File: src/rtl/tbrl_pkg.sv
// ---------------------------------------------------------------------------
// Token bucket rate limiter package
// Shared widths, register codes, reset values, refill arithmetic constants
// and the controller-to-datapath command bundle.
// ---------------------------------------------------------------------------
package tbrl_pkg;

  localparam int unsigned DEF_NUM_USERS = 256;
  localparam int unsigned DEF_TIME_BITS = 48;

  localparam int USER_W      = 8;
  localparam int NOW_W       = 48;
  localparam int TOKEN_W     = 16;
  localparam int CFG_INDEX_W = 4;
  localparam int CFG_DATA_W  = 16;

  // Configuration register indexes
  localparam logic [CFG_INDEX_W-1:0] REG_CAPACITY = CFG_INDEX_W'(0);
  localparam logic [CFG_INDEX_W-1:0] REG_RATE     = CFG_INDEX_W'(1);

  localparam logic [TOKEN_W-1:0] CAPACITY_RESET = TOKEN_W'(5);
  localparam logic [TOKEN_W-1:0] RATE_RESET     = TOKEN_W'(1);

  // Elapsed time at or beyond 2^ELAPSED_W ms with a nonzero rate always
  // earns more tokens than any bucket holds.
  localparam int ELAPSED_W = 30;
  localparam int PROD_W    = ELAPSED_W + TOKEN_W;

  // A product of at least 1000 * 2^17 earns 2^17 tokens or more: saturate.
  localparam logic [PROD_W-1:0] SAT_PRODUCT = PROD_W'(131072000);

  // Below SAT_PRODUCT: floor(p / 1000) = floor((p >> 3) / 125), with the
  // quotient by 125 estimated through a reciprocal and fixed up once.
  localparam int QUOT_IN_W   = 24;
  localparam int RECIP_SHIFT = 24;
  localparam int RECIP_W     = 18;
  localparam int EST_W       = 18;
  localparam int MULT_W      = QUOT_IN_W + RECIP_W;
  localparam int REM_W       = 25;
  localparam logic [RECIP_W-1:0] RECIP_125 = RECIP_W'(134217);
  localparam logic [REM_W-1:0]   DIV_125   = REM_W'(125);

  typedef struct packed {
    logic load;    // latch the request, start the bucket read
    logic calc1;   // merge bucket entry, elapsed time times rate
    logic calc2;   // saturation check, reciprocal estimate
    logic commit;  // refill, spend, write back, present the result
  } tbrl_cmd_t;

endpackage

File: src/rtl/tbrl_ctrl.sv
// ---------------------------------------------------------------------------
// Token bucket controller
// Sequences one request through the datapath and owns the output valid.
// ---------------------------------------------------------------------------
module tbrl_ctrl
  import tbrl_pkg::*;
(
  input  logic       clk,
  input  logic       rst,
  input  logic       in_valid,
  output logic       in_stall,
  output logic       out_valid,
  input  logic       out_stall,
  output tbrl_cmd_t  cmd
);

  localparam logic [1:0] S_IDLE   = 2'd0;
  localparam logic [1:0] S_CALC1  = 2'd1;
  localparam logic [1:0] S_CALC2  = 2'd2;
  localparam logic [1:0] S_COMMIT = 2'd3;

  logic [1:0] state;
  logic [1:0] state_next;
  logic       out_valid_next;

  assign in_stall   = (state != S_IDLE);
  assign cmd.load   = (state == S_IDLE) && in_valid;
  assign cmd.calc1  = (state == S_CALC1);
  assign cmd.calc2  = (state == S_CALC2);
  // hold the finished transaction until the output register is free
  assign cmd.commit = (state == S_COMMIT) && (!out_valid || !out_stall);

  always_comb begin
    state_next = state;
    unique case (state)
      S_IDLE:   if (in_valid) state_next = S_CALC1;
      S_CALC1:  state_next = S_CALC2;
      S_CALC2:  state_next = S_COMMIT;
      S_COMMIT: if (cmd.commit) state_next = S_IDLE;
      default:  state_next = S_IDLE;
    endcase
  end

  always_comb begin
    out_valid_next = out_valid;
    if (cmd.commit) begin
      out_valid_next = 1'b1;
    end else if (!out_stall) begin
      out_valid_next = 1'b0;
    end
  end

  always_ff @(posedge clk) begin
    if (rst) begin
      state     <= S_IDLE;
      out_valid <= 1'b0;
    end else begin
      state     <= state_next;
      out_valid <= out_valid_next;
    end
  end

endmodule

File: config.mk
export PLATFORM = sky130hd
export DESIGN_NAME = tbrl_ctrl
export DESIGN_NICKNAME = d
export VERILOG_FILES = /design/src/rtl/tbrl_pkg.sv /design/src/rtl/tbrl_ctrl.sv
export SDC_FILE = /design/constraint.sdc
export NUM_CORES = 1
export LEC_CHECK = 0
export ABC_AREA = 0
export ABC_CLOCK_PERIOD_IN_PS = 1600
export BUFFER_PORTS_ARGS = -buffer_cell sky130_fd_sc_hd__buf_2
export CORE_AREA = 2 2 39 41
export CTS_BUF_LIST = sky130_fd_sc_hd__clkbuf_8
export CTS_CLUSTER_SIZE = 20
export DETAILED_ROUTE_END_ITERATION = 8
export DIE_AREA = 0 0 41 43
export GPL_ROUTABILITY_DRIVEN = 0
export GPL_TIMING_DRIVEN = 0
export SKIP_CTS_REPAIR_TIMING = 1
export SLEW_MARGIN = 25
export SYNTH_ARGS = -nofsm -noshare
export SYNTH_HDL_FRONTEND = slang
export SYNTH_SLANG_ARGS = --single-unit
File: constraint.sdc
create_clock -name clk -period 1.6 [get_ports clk]
set_input_delay 0.16 -clock clk [delete_from_list [all_inputs] [get_ports clk]]
set_output_delay 0.16 -clock clk [all_outputs]
set_load 0.01 [all_outputs]
==> impl_metrics.tcl <==
set metrics [dict create \
    drc_errors 0 \
    viasPerCell 3.66 \
    wl_per_cell_um 7.06 \
    synthTopCellsByCount "5 x ha_1, 3 x dfxtp_1, 3 x inv_1, 3 x nand2b_1, 2 x mux2i_1" \
    startpoint_type "flop" \
    clk_latency_ns 0.21 \
    diodes 0 \
    ff2ff_setup_slack_ns 0.43 \
    path_max_fanout 4 \
    worstHoldStart "rst" \
    post-route-min-period_ns 1.37 \
    syn-instance-count 24 \
    synth_most_common_cell "ha_1" \
    ys.warnings.count 0 \
    fin_ws_ns 0.227 \
    run_status "complete, no violations" \
    rsz0062_at_grt "false" \
    grt_max_degree 6 \
    grt_pass1_wl_um 593 \
    synth_area_leader_cell "ha_1" \
    crit_path_end_kind "output pin" \
    fill_cells 165 \
    critPathSlowestCell "dfxtp_1" \
    fin_crit_sh 0.858 \
    crit_type "flop to output pin" \
    synthTopCellsByArea "ha_1 28%, dfxtp_1 27%, mux2i_1 8.9%" \
    fmax_ghz 0.729 \
    wirelength_um 374 \
    synth_top_area_frac 0.279 \
    whs_endpoint "out_valid" \
    drt_iter0_drc 0 \
    cpPeakStageDelay_ns 0.37 \
    relSlewSlack 0.898 \
    timing.rr.end "state[0]" \
    die_w_um 41 \
    synth_edf_count 0 \
    grt_use_total 0.0542 \
    syn_area_per_cell_sq_um 9.33 \
    cts_tree "done" \
    required_ns 1.44 \
    synth_flop_cell "dfxtp_1" \
    clkSinkCount 3 \
    numCtsBuffers 3 \
    hold_class "input port to flop" \
    clock_path_buffers 2 \
    max-cap-violations 0 \
    pre_cts_ws_ns 0.417 \
    worstPathArrival_ns 1.21 \
    syn_to_final_growth_pct 49.2 \
    synth_nets 33 \
    grt.overflow.total 0 \
    grt_pass1_vias 187 \
    cp_cell_sequence "ha_1, a21boi_0, buf_4, buf_2" \
    initial_utilization 0.162 \
    netlist_area_sq_um 224 \
    finalInstanceArea_sq_um 334 \
    yosys_register_bits 3 \
    antenna_found_initial 0 \
    power_w 0.000540 \
    htree_num_levels 1 \
    clk_pin_slew_ns 0.03 \
    skew_ns 0.000632 \
    worst_pin_slew_ns 0.152 \
    ios 10 \
    ir_drop_mv 0.339 \
    ant_nets 0 \
    core_area_sq_mm 0.00138 \
    synth_cell_type_count 13 \
    final-hold-violation-count 0 \
    portBuffers 9 \
    hold_depth 2 \
    fin_tns_setup_ns 0 \
    layout-drive-gt1-share 0.378 \
    reg2reg_depth 5 \
    rows 14 \
    powerDensity_mw_per_mm2 1620 \
    placed_cell_area_sq_um 289 \
    async_flop_share 0 \
    dieArea_sq_mm 0.00176 \
    nNetsFinal 47 \
    r2r-start "state[0]" \
    setup_violations 0 \
    root_buffer "clkbuf_8" \
    p_leak_nw 0.181 \
    dr.pass1.iters 1 \
    finalMaxSlewViolations 0 \
    seq_area_frac_synth 0.268 \
    vias 194 \
    die-height_um 43 \
]
==> placed cells by master, fill, tap and decap left out <==
master,instances
a21boi_0,1
a21oi_1,1
and2_2,1
buf_2,9
buf_4,1
clkbuf_8,3
dfxtp_1,3
ha_1,5
inv_1,4
mux2i_1,2
nand2b_1,3
nand3_1,1
nor2_1,1
o21a_1,1
o21bai_1,1
==> worst max-delay path by stage <==
stage / startpoint / to / slack, ns / cells after the start
floorplan: state[0] / state[0] / 0.46 / 5
global placement: state[0] / state[0] / 0.43 / 5
detailed placement: state[0] / state[0] / 0.42 / 5
CTS: state[1] / cmd[0] / 0.20 / 4
global route: state[0] / cmd[0] / 0.11 / 4
finish: state[0] / cmd[0] / 0.23 / 4
==> routing by layer <==
metal,part of all wire,up-vias,wire length [um],global-route usage
li1,-,101,-,-
met1,0.38,86,143,0.0417
met2,0.52,7,193,0.0813
met3,0.096,0,36,0.0157
met4,0,0,0,0.0800
met5,0,-,0,0
==> cells by family (layout without fill, tap and decap cells) <==
group                      after synthesis  in the layout  synth area share
and+or+nand+nor                          6              6             0.156
adders and majority gates                5              5             0.279
DFF                                      3              3             0.268
muxes                                    2              2            0.0894
AOI/OAI and AO/OA                        4              4             0.123
buffers and inverters                    4             17            0.0838
==> metrics by stage <==
step | hold WS [ns] | cells | utilization
after detailed placement | 0.382 | 49 | 0.209
after global placement | 0.376 | 49 | 0.209
after floorplan | 0.232 | 24 | -
final | 0.159 | 53 | 0.241
after global routing | 0.173 | 53 | 0.241
after CTS | 0.158 | 53 | 0.241
==> registers in the layout, summed over array words and instances (netlist names) <==
register,flops
state,2
out_valid,1
==> cell type report <==
class / instances / area [sq um] / area share
plain buffers: 1 / 7.51 / 0.0225
clock buffers: 3 / 41.3 / 0.124
clock inverters: 1 / 3.75 / 0.0112
inverters: 3 / 11.3 / 0.0337
multi-input cells: 17 / 145 / 0.434
flip-flops and latches: 3 / 60.1 / 0.180
well taps: 16 / 20.0 / 0.0599
repair buffers: 9 / 45.0 / 0.135
==> worst max-delay path, delay by kind of cell, from the launching register on <==
kind | cells | cell delay, ns
DFF | 1 | 0.37
buffers and inverters | 2 | 0.24
adders and majority gates | 1 | 0.20
AOI/OAI and AO/OA | 1 | 0.19
==> where the power goes <==
part / internal (W) / total, W / leakage (nW) / switching, W
Clock: 0.000163 / 0.000211 / 0.0269 / 0.0000478
Combinational: 0.000101 / 0.000209 / 0.130 / 0.000108
Sequential: 0.0000978 / 0.000121 / 0.0247 / 0.0000227
(Power assumes the default switching activity.)
